## src/hw/rtl/isotp_pkg.sv

```systemverilog
package isotp_pkg;

  typedef enum logic [1:0] {
    KIND_DATA = 2'd0,
    KIND_FC   = 2'd1,
    KIND_DONE = 2'd2,
    KIND_ERR  = 2'd3
  } kind_t;

  typedef enum logic [2:0] {
    ERR_NONE      = 3'd0,
    ERR_BAD_ID    = 3'd1,
    ERR_SF_LEN    = 3'd2,
    ERR_TOO_LARGE = 3'd3,
    ERR_BAD_FF    = 3'd4,
    ERR_ZERO_LEN  = 3'd5,
    ERR_SEQ       = 3'd6
  } err_t;

  typedef enum logic [2:0] {
    CFG_RX_ID    = 3'd0,
    CFG_RX_EXT   = 3'd1,
    CFG_TX_ID    = 3'd2,
    CFG_TX_EXT   = 3'd3,
    CFG_CAPACITY = 3'd4
  } cfg_idx_t;

  localparam logic [3:0] PCI_SF = 4'h0;
  localparam logic [3:0] PCI_FF = 4'h1;
  localparam logic [3:0] PCI_CF = 4'h2;

  localparam logic [3:0]  MAX_DLC     = 4'd8;
  localparam logic [3:0]  SF_MAX_LEN  = 4'd7;
  localparam logic [11:0] FF_BYTES    = 12'd6;
  localparam logic [3:0]  SEQ_FIRST   = 4'd1;

  localparam int ID_W  = 29;
  localparam int LEN_W = 12;

  typedef struct packed {
    logic [ID_W-1:0]  rx_id;
    logic             rx_ext;
    logic [LEN_W-1:0] capacity;
  } cfg_t;

  // One accepted frame, reduced to the results it still has to produce
  typedef struct packed {
    logic [6:0][7:0]  payload;
    logic [2:0]       cnt;
    logic [LEN_W-1:0] base;
    logic             fc;
    logic             done;
    logic [LEN_W-1:0] msg_len;
    err_t             err;
  } job_t;

endpackage

```

## src/hw/rtl/isotp_front.sv

```systemverilog
module isotp_front
  import isotp_pkg::*;
(
  input  logic            clk,
  input  logic            rst_n,
  input  cfg_t            cfg_i,
  input  logic            in_tvalid,
  output logic            in_tready,
  input  logic [103:0]    in_tdata,
  input  logic            in_tuser,
  input  logic            full_i,
  output logic            push_o,
  output job_t            job_o
);

  logic             recv_r, recv_nxt;
  logic [3:0]       seq_r, seq_nxt;
  logic [LEN_W-1:0] br_r, br_nxt;
  logic [LEN_W-1:0] total_r, total_nxt;

  logic [ID_W-1:0]  frame_id;
  logic [3:0]       dlc, flen, flen_m1;
  logic [7:0][7:0]  d;
  logic [3:0]       pci_type, pci_low;
  logic             match, accept, has_results;
  logic [LEN_W-1:0] remain, br_sum, ff_total;
  logic [2:0]       cf_cnt;
  job_t             job;

  assign frame_id = in_tdata[28:0];
  assign dlc      = in_tdata[32:29];
  assign d        = in_tdata[96:33];
  assign flen     = (dlc > MAX_DLC) ? MAX_DLC : dlc;
  assign flen_m1  = flen - 4'd1;
  assign pci_type = d[0][7:4];
  assign pci_low  = d[0][3:0];
  assign match    = (frame_id == cfg_i.rx_id) && (in_tuser == cfg_i.rx_ext) &&
                    (flen != 4'd0);
  assign ff_total = {pci_low, d[1]};

  assign remain = (br_r < total_r) ? (total_r - br_r) : '0;
  assign cf_cnt = ({8'd0, flen_m1} > remain) ? remain[2:0] : flen_m1[2:0];
  assign br_sum = br_r + {9'd0, cf_cnt};

  assign in_tready = !full_i;
  assign accept    = in_tvalid && in_tready;

  always_comb begin
    job         = '0;
    job.err     = ERR_NONE;
    job.payload = d[7:1];
    recv_nxt    = recv_r;
    seq_nxt     = seq_r;
    br_nxt      = br_r;
    total_nxt   = total_r;
    has_results = 1'b1;
    if (recv_r) begin
      if (!match || pci_type != PCI_CF) begin
        has_results = 1'b0;
      end else if (pci_low != seq_r) begin
        job.err = ERR_SEQ;
      end else begin
        job.cnt  = cf_cnt;
        job.base = br_r;
        br_nxt   = br_sum;
        seq_nxt  = seq_r + 4'd1;
        if (br_sum >= total_r) begin
          job.done    = 1'b1;
          job.msg_len = total_r;
          recv_nxt    = 1'b0;
        end
        has_results = (cf_cnt != 3'd0) || (br_sum >= total_r);
      end
    end else if (!match) begin
      job.err = ERR_BAD_ID;
    end else if (pci_type == PCI_SF) begin
      if (pci_low > SF_MAX_LEN || pci_low > flen_m1) begin
        job.err = ERR_SF_LEN;
      end else if (cfg_i.capacity < {8'd0, pci_low}) begin
        job.err = ERR_TOO_LARGE;
      end else begin
        job.cnt     = pci_low[2:0];
        job.done    = 1'b1;
        job.msg_len = {8'd0, pci_low};
      end
    end else if (pci_type != PCI_FF || flen < MAX_DLC) begin
      job.err = ERR_BAD_FF;
    end else if (ff_total == '0) begin
      job.err = ERR_ZERO_LEN;
    end else if (cfg_i.capacity < ff_total) begin
      job.err = ERR_TOO_LARGE;
    end else begin
      job.payload = {8'd0, d[7:2]};
      job.cnt     = (ff_total < FF_BYTES) ? ff_total[2:0] : FF_BYTES[2:0];
      job.fc      = 1'b1;
      if (ff_total <= FF_BYTES) begin
        job.done    = 1'b1;
        job.msg_len = ff_total;
      end else begin
        recv_nxt  = 1'b1;
        seq_nxt   = SEQ_FIRST;
        br_nxt    = FF_BYTES;
        total_nxt = ff_total;
      end
    end
    // any error drops the reception
    if (job.err != ERR_NONE) begin
      recv_nxt  = 1'b0;
      seq_nxt   = SEQ_FIRST;
      br_nxt    = '0;
      total_nxt = '0;
    end else if (job.done) begin
      recv_nxt  = 1'b0;
      seq_nxt   = SEQ_FIRST;
      br_nxt    = '0;
      total_nxt = '0;
    end
  end

  always_ff @(posedge clk) begin
    if (!rst_n) begin
      recv_r  <= 1'b0;
      seq_r   <= SEQ_FIRST;
      br_r    <= '0;
      total_r <= '0;
    end else if (accept) begin
      recv_r  <= recv_nxt;
      seq_r   <= seq_nxt;
      br_r    <= br_nxt;
      total_r <= total_nxt;
    end
  end

  assign push_o = accept && has_results;
  assign job_o  = job;

  a_recv_short: assert property (@(posedge clk) disable iff (!rst_n)
    recv_r |-> (br_r < total_r))
    else $error("receiving with no bytes outstanding");

endmodule

```

## src/hw/rtl/isotp_fifo.sv

```systemverilog
module isotp_fifo
  import isotp_pkg::*;
#(
  parameter int DEPTH = 2
) (
  input  logic clk,
  input  logic rst_n,
  input  logic push_i,
  input  job_t job_i,
  input  logic pop_i,
  output logic full_o,
  output logic empty_o,
  output job_t head_o
);

  localparam int PW = (DEPTH > 1) ? $clog2(DEPTH) : 1;
  localparam int CW = $clog2(DEPTH + 1);

  job_t          mem [DEPTH];
  logic [PW-1:0] wr_ptr_r, rd_ptr_r;
  logic [CW-1:0] count_r;

  function automatic logic [PW-1:0] ptr_inc(input logic [PW-1:0] p);
    ptr_inc = (p == PW'(DEPTH - 1)) ? '0 : p + PW'(1);
  endfunction

  always_ff @(posedge clk) begin
    if (push_i) begin
      mem[wr_ptr_r] <= job_i;
    end
  end

  always_ff @(posedge clk) begin
    if (!rst_n) begin
      wr_ptr_r <= '0;
      rd_ptr_r <= '0;
      count_r  <= '0;
    end else begin
      if (push_i) begin
        wr_ptr_r <= ptr_inc(wr_ptr_r);
      end
      if (pop_i) begin
        rd_ptr_r <= ptr_inc(rd_ptr_r);
      end
      if (push_i && !pop_i) begin
        count_r <= count_r + CW'(1);
      end else if (pop_i && !push_i) begin
        count_r <= count_r - CW'(1);
      end
    end
  end

  assign full_o  = (count_r == CW'(DEPTH));
  assign empty_o = (count_r == '0);
  assign head_o  = mem[rd_ptr_r];

  a_no_overflow: assert property (@(posedge clk) disable iff (!rst_n)
    push_i |-> (count_r < CW'(DEPTH)))
    else $error("queue overflow");

  a_no_underflow: assert property (@(posedge clk) disable iff (!rst_n)
    pop_i |-> (count_r != '0))
    else $error("queue underflow");

endmodule

```

## src/hw/rtl/isotp_back.sv

```systemverilog
module isotp_back
  import isotp_pkg::*;
(
  input  logic         clk,
  input  logic         rst_n,
  input  logic         empty_i,
  input  job_t         head_i,
  output logic         pop_o,
  output logic         out_tvalid,
  input  logic         out_tready,
  output logic [39:0]  out_tdata,
  output logic [1:0]   out_tuser,
  output logic         out_tlast
);

  logic [2:0]       step_r;
  logic             out_valid_r;
  kind_t            kind_r;
  logic [7:0]       data_r;
  logic [LEN_W-1:0] off_r, len_r;
  err_t             err_r;
  logic             last_r;

  logic             emit, is_last;
  logic [3:0]       n_res;
  kind_t            kind_c;
  logic [7:0]       data_c;
  logic [LEN_W-1:0] off_c, len_c;
  err_t             err_c;

  assign n_res = {1'b0, head_i.cnt} + {3'd0, head_i.fc} + {3'd0, head_i.done};

  always_comb begin
    kind_c  = KIND_DONE;
    data_c  = '0;
    off_c   = '0;
    len_c   = '0;
    err_c   = ERR_NONE;
    is_last = ({1'b0, step_r} == n_res - 4'd1);
    if (head_i.err != ERR_NONE) begin
      kind_c  = KIND_ERR;
      err_c   = head_i.err;
      is_last = 1'b1;
    end else if (step_r < head_i.cnt) begin
      kind_c = KIND_DATA;
      data_c = head_i.payload[step_r];
      off_c  = head_i.base + {9'd0, step_r};
    end else if (step_r == head_i.cnt && head_i.fc) begin
      kind_c = KIND_FC;
    end else begin
      len_c = head_i.msg_len;
    end
  end

  assign emit  = !empty_i && (!out_valid_r || out_tready);
  assign pop_o = emit && is_last;

  always_ff @(posedge clk) begin
    if (!rst_n) begin
      step_r      <= '0;
      out_valid_r <= 1'b0;
    end else begin
      if (emit) begin
        step_r <= is_last ? 3'd0 : step_r + 3'd1;
      end
      if (emit) begin
        out_valid_r <= 1'b1;
      end else if (out_tready) begin
        out_valid_r <= 1'b0;
      end
    end
  end

  always_ff @(posedge clk) begin
    if (emit) begin
      kind_r <= kind_c;
      data_r <= data_c;
      off_r  <= off_c;
      len_r  <= len_c;
      err_r  <= err_c;
      last_r <= is_last;
    end
  end

  assign out_tvalid = out_valid_r;
  assign out_tuser  = kind_r;
  assign out_tlast  = last_r;
  assign out_tdata  = {5'd0, err_r, len_r, off_r, data_r};

  a_step_bound: assert property (@(posedge clk) disable iff (!rst_n)
    (!empty_i && head_i.err == ERR_NONE) |-> ({1'b0, step_r} < n_res))
    else $error("result step past end of job");

  a_err_last: assert property (@(posedge clk) disable iff (!rst_n)
    (out_valid_r && kind_r == KIND_ERR) |-> last_r)
    else $error("error result not marked last");

endmodule

```

## src/hw/rtl/iso_tp_reassembler_top.sv

```systemverilog
// ISO-TP receive reassembler.
// in_*: one received CAN frame per request. in_tdata from bit 0: frame_id[28:0],
//   frame_length[32:29], byte0..byte7[96:33], zero fill; in_tuser: frame_extended.
// out_*: one result per request. out_tuser: kind (payload byte, send flow
//   control, message complete, error); out_tlast marks the last result of a
//   frame. out_tdata from bit 0: data_byte, byte_offset, message_length,
//   error_code, zero fill.
// cfg_*: register writes (rx_id, rx_extended, tx_id, tx_extended,
//   buffer_capacity) while no request is in flight; they apply at once, also to
//   a reception in progress. tx_id and tx_extended have no effect on results
//   and are not stored.
// The front classifies a frame in the cycle it is accepted and queues a job of
// up to eight results; the back sends one result per cycle from an output
// register while the receiver is ready. out_tvalid rises after a job has
// passed the job queue and the output register. A frame yields 0 to 8 results;
// frames are accepted back to back until the job queue of QUEUE_DEPTH entries fills.
// A stalled receiver holds the output register and then backs up the queue.
// Reset clears the queue, the output register and the reception state and
// returns the registers to their reset values (buffer_capacity 4095).
module iso_tp_reassembler_top
  import isotp_pkg::*;
#(
  parameter int QUEUE_DEPTH = 2
) (
  input  logic          clk,
  input  logic          rst_n,
  input  logic          in_tvalid,
  output logic          in_tready,
  input  logic [103:0]  in_tdata,   // frame_id, frame_length, byte0..byte7
  input  logic          in_tuser,   // frame_extended
  output logic          out_tvalid,
  input  logic          out_tready,
  output logic [39:0]   out_tdata,  // data_byte, byte_offset, message_length, error_code
  output logic [1:0]    out_tuser,  // kind
  output logic          out_tlast,
  input  logic          cfg_we,
  input  logic [2:0]    cfg_addr,
  input  logic [28:0]   cfg_wdata
);

  cfg_t cfg_r;
  logic push, pop, full, empty;
  job_t job_in, job_head;

  always_ff @(posedge clk) begin
    if (!rst_n) begin
      cfg_r.rx_id    <= '0;
      cfg_r.rx_ext   <= 1'b0;
      cfg_r.capacity <= 12'd4095;
    end else if (cfg_we) begin
      case (cfg_addr)
        CFG_RX_ID:    cfg_r.rx_id    <= cfg_wdata;
        CFG_RX_EXT:   cfg_r.rx_ext   <= cfg_wdata[0];
        CFG_CAPACITY: cfg_r.capacity <= cfg_wdata[LEN_W-1:0];
        default: ;
      endcase
    end
  end

  isotp_front u_front (
    .clk       (clk),
    .rst_n     (rst_n),
    .cfg_i     (cfg_r),
    .in_tvalid (in_tvalid),
    .in_tready (in_tready),
    .in_tdata  (in_tdata),
    .in_tuser  (in_tuser),
    .full_i    (full),
    .push_o    (push),
    .job_o     (job_in)
  );

  isotp_fifo #(
    .DEPTH (QUEUE_DEPTH)
  ) u_fifo (
    .clk     (clk),
    .rst_n   (rst_n),
    .push_i  (push),
    .job_i   (job_in),
    .pop_i   (pop),
    .full_o  (full),
    .empty_o (empty),
    .head_o  (job_head)
  );

  isotp_back u_back (
    .clk        (clk),
    .rst_n      (rst_n),
    .empty_i    (empty),
    .head_i     (job_head),
    .pop_o      (pop),
    .out_tvalid (out_tvalid),
    .out_tready (out_tready),
    .out_tdata  (out_tdata),
    .out_tuser  (out_tuser),
    .out_tlast  (out_tlast)
  );

endmodule
```

## config.mk

```make
export PLATFORM = sky130hd
export DESIGN_NAME = iso_tp_reassembler_top
export DESIGN_NICKNAME = d
export VERILOG_FILES = /design/src/hw/rtl/isotp_pkg.sv /design/src/hw/rtl/isotp_front.sv /design/src/hw/rtl/isotp_fifo.sv /design/src/hw/rtl/isotp_back.sv /design/src/hw/rtl/iso_tp_reassembler_top.sv
export SDC_FILE = /design/constraint.sdc
export NUM_CORES = 1
export LEC_CHECK = 0
export BUFFER_PORTS_ARGS = -buffer_cell sky130_fd_sc_hd__buf_4
export CORE_MARGIN = 2
export CORE_UTILIZATION = 61
export CTS_BUF_LIST = sky130_fd_sc_hd__clkbuf_8
export DETAILED_ROUTE_END_ITERATION = 16
export PLACE_DENSITY = 0.94
export SYNTH_ARGS = -nofsm -noshare
export SYNTH_HDL_FRONTEND = slang
export SYNTH_HIERARCHICAL = 1
export SYNTH_SLANG_ARGS = --single-unit
export TNS_END_PERCENT = 100
```

## constraint.sdc

```tcl
create_clock -name clk -period 12.55 [get_ports clk]
set_input_delay 0.6275 -clock clk [delete_from_list [all_inputs] [get_ports clk]]
set_output_delay 0.6275 -clock clk [all_outputs]
set_load 0.005 [all_outputs]
```

==> results.py <==
metrics = {
    "outcome": {
        "status": "finished clean",
    },
    "floorplan": {
        "rows": 58,
        "die_w_um": 163,
        "io_pins": 187,
        "start_util_pct": 61.8,
        "die_area_um2": 26700,
        "die_y_um": 163,
        "core_area_um2": 25000,
    },
    "clock_network": {
        "cts_max_level": 2,
        "cts_buffer_depth": 3,
        "cts.sinks": 294,
        "cts_buffers": 46,
        "clk_pin_slew_ns": 0.06,
        "post_cts_resized": 0,
        "clock-root-buffer": "clkbuf_8",
        "cts_hold_buf": 0,
        "cts_tree": "built",
        "cts_setup_buffers": 0,
        "insertion_delay_ns": 0.59,
    },
    "cells_and_area": {
        "drive_above_1_share_pct": 28.0,
        "finalInstanceArea_um2": 17900,
        "antennaDiodeCount": 0,
        "post-route-util_pct": 71.5,
        "nFillCells": 1632,
        "area_delta_synth_final_pct": 15.6,
        "nets": 1678,
    },
    "route": {
        "avgRoutedWirePerCell_um": 19.7,
        "ant_nets": 0,
        "top_layer": "met5",
        "totalWireLength_mm": 36.2,
        "viasPerCell": 5.90,
        "drc": 0,
        "drt_iter0_markers": 861,
        "wl_met1_mm": 14.5,
        "first_pass_iters": 5,
        "vias": 10800,
        "met2WireLength_mm": 17.4,
        "wl_met3_mm": 3.10,
    },
    "placement": {
        "dp.final_hpwl_mm": 25.5,
        "pre_cts_slack_ns": 2.66,
        "numPortBuffers": 174,
        "gp_congestion": 0.894,
        "place_area_um2": 17000,
    },
    "worst_setup_path": {
        "cpMostUsedCell": "ha_1",
        "crit_type": "register to register",
        "r2r_start": "u_front/total_r[0]",
        "endpoint_kind": "register",
        "arrival_ns": 10.24,
        "worstPathRequired_ns": 12.73,
        "crit_path_max_fanout": 63,
        "r2r_cells": 37,
        "cp_slowest_cell": "buf_4",
        "cp-startpoint": "u_front/total_r[0]",
        "cpPeakStageDelay_ns": 0.83,
        "start_kind": "register",
    },
    "min_path": {
        "hp-class": "input port to register",
        "hp-start": "cfg_wdata[15]",
        "hold_depth": 3,
    },
    "grt": {
        "grt_pass1_wl_mm": 56.8,
        "grt_usage_pct": 27.4,
        "antenna_found_initial": 1,
        "overflow": 0,
        "grt_max_degree": 97,
        "grt_pass1_vias": 10800,
    },
    "synthesis": {
        "syn_inst": 1295,
        "yosysTopAreaCell": "edfxtp_1",
        "synth_top_area_share_pct": 41.5,
        "synth_area_leaders": "edfxtp_1 42%, dfxtp_1 10%, mux2_2 8.2%",
        "synth_area_um2": 15500,
        "syn_area_per_cell_um2": 11.9,
        "synth_cell_types": 79,
        "synth-seq-cells": 294,
        "ys.flop_type": "edfxtp_1",
        "synth-edff-count": 214,
        "synth_commonest_cells": "214 x edfxtp_1, 112 x mux2_2, 106 x nand2_1, 80 x dfxtp_1, 70 x nor2_1",
        "synth_warnings": 6,
        "seq_area_frac_synth_pct": 51.9,
        "yosysMostFrequentCell": "edfxtp_1",
        "synthArstFlopShare_pct": 0,
    },
    "run": {
        "maxCapViolations": 0,
    },
    "timing": {
        "tns_ns": 0,
        "skew_ns": 0.0428,
        "hold_viol_final": 0,
        "post-route-period-util_pct": 80.1,
        "rsz0062_at_grt": "false",
        "clock.fmax_ghz": 0.0994,
        "setup_slack_ns": 2.49,
        "slew_violations": 0,
        "setup_viol": 0,
        "relSlewSlack_pct": 21.6,
        "min_period_ns": 10.06,
        "worst_pin_slew_ns": 1.18,
    },
    "power": {
        "power.total_uw": 2790,
        "powerDensity_nw_per_um2": 156,
        "p_leak_uw": 0.00687,
        "vdd_ir_drop_max_mv": 0.0958,
    },
}
==> cell usage in the layout, fill, tap and decap left out, drive strengths merged, types with 11 or more instances in the layout <==
cell type / count
nor3: 24
a211oi: 18
nand4: 20
nor2: 71
nand2: 106
and2: 21
nor4: 11
ha: 63
mux2i: 53
xor2: 23
mux2: 132
clkbuf: 55
dfxtp: 80
buf: 183
edfxtp: 214
a21oi: 43
nor2b: 45
nand3: 18
o21ai: 52
inv: 92
nand2b: 12
xnor2: 41
a21o: 14
==> worst paths after layout <==
| path | slack [ns] | endpoint |
|---|---|---|
| setup / recovery | 2.49 | u_fifo/mem[0][55] |
| hold / removal | 0.33 | cfg_r[28] |
| setup reg to reg | 2.49 | u_fifo/mem[0][55] |
| hold reg to reg | 0.47 | cfg_r[34] |
==> worst max-delay path: cells and delay by family, from the launching register on <==
kind | cells | cell delay (ns)
simple gates | 12 | 3.32
compound gates | 14 | 2.70
flops | 1 | 0.35
fa+ha+maj | 6 | 1.89
buf+inv | 3 | 0.96
mux | 1 | 0.28
xor+xnor | 1 | 0.14
==> per-layer routing <==
metal / vias up / track usage (%)
met2: 550 / 45.7
met3: 98 / 5.43
met4: 2 / 10.5
li1: 5066 / -
met1: 5122 / 35.3
met5: - / 0
==> power breakdown <==
group          switching (uW)  internal (uW)  leakage, uW
clock network             377            425     0.000561
logic                     403            348      0.00364
registers                42.7           1200      0.00267
total                     823           1970      0.00687
==> cell families after synthesis <==
group	share of synthesized area (%)
and+or+nand+nor	11.9
xor gates and xnor gates	3.62
AOI/OAI and AO/OA	8.42
other	0.0242
muxes	14.7
adders and majority gates	5.61
DFF	51.9
buffers and inverters	3.86
==> metrics by stage <==
step,cells,hold WS (ns)
3_5_place_dp,1751,0.462
3_3_place_gp,1751,0.454
4_1_cts,1837,0.310
6_report,1837,0.329
5_1_grt,1837,0.314
2_1_floorplan,1299,0.446
==> state kept, by name, summed over array words and instances (netlist names), 2 cells and up, named ones only <==
register	cells
u_front/br_r	12
u_front/total_r	12
u_back/data_r	8
u_back/out_tuser	2
u_back/off_r	12
cfg_r	42
u_front/seq_r	4
u_back/step_r	3
u_back/err_r	3
u_back/len_r	12
u_fifo/count_r	2
u_fifo/mem	176
==> final cells by class <==
type / count / area, um^2 / area share (%)
Sequential cell: 294 / 8030 / 44.9
Multi-Input combinational cell: 875 / 6880 / 38.5
Timing Repair Buffer: 183 / 1370 / 7.68
Tap cell: 330 / 413 / 2.31
Clock buffer: 55 / 757 / 4.23
Inverter: 69 / 259 / 1.45
Clock inverter: 31 / 178 / 0.993
Note: power is estimated with default switching activity, not from simulation.
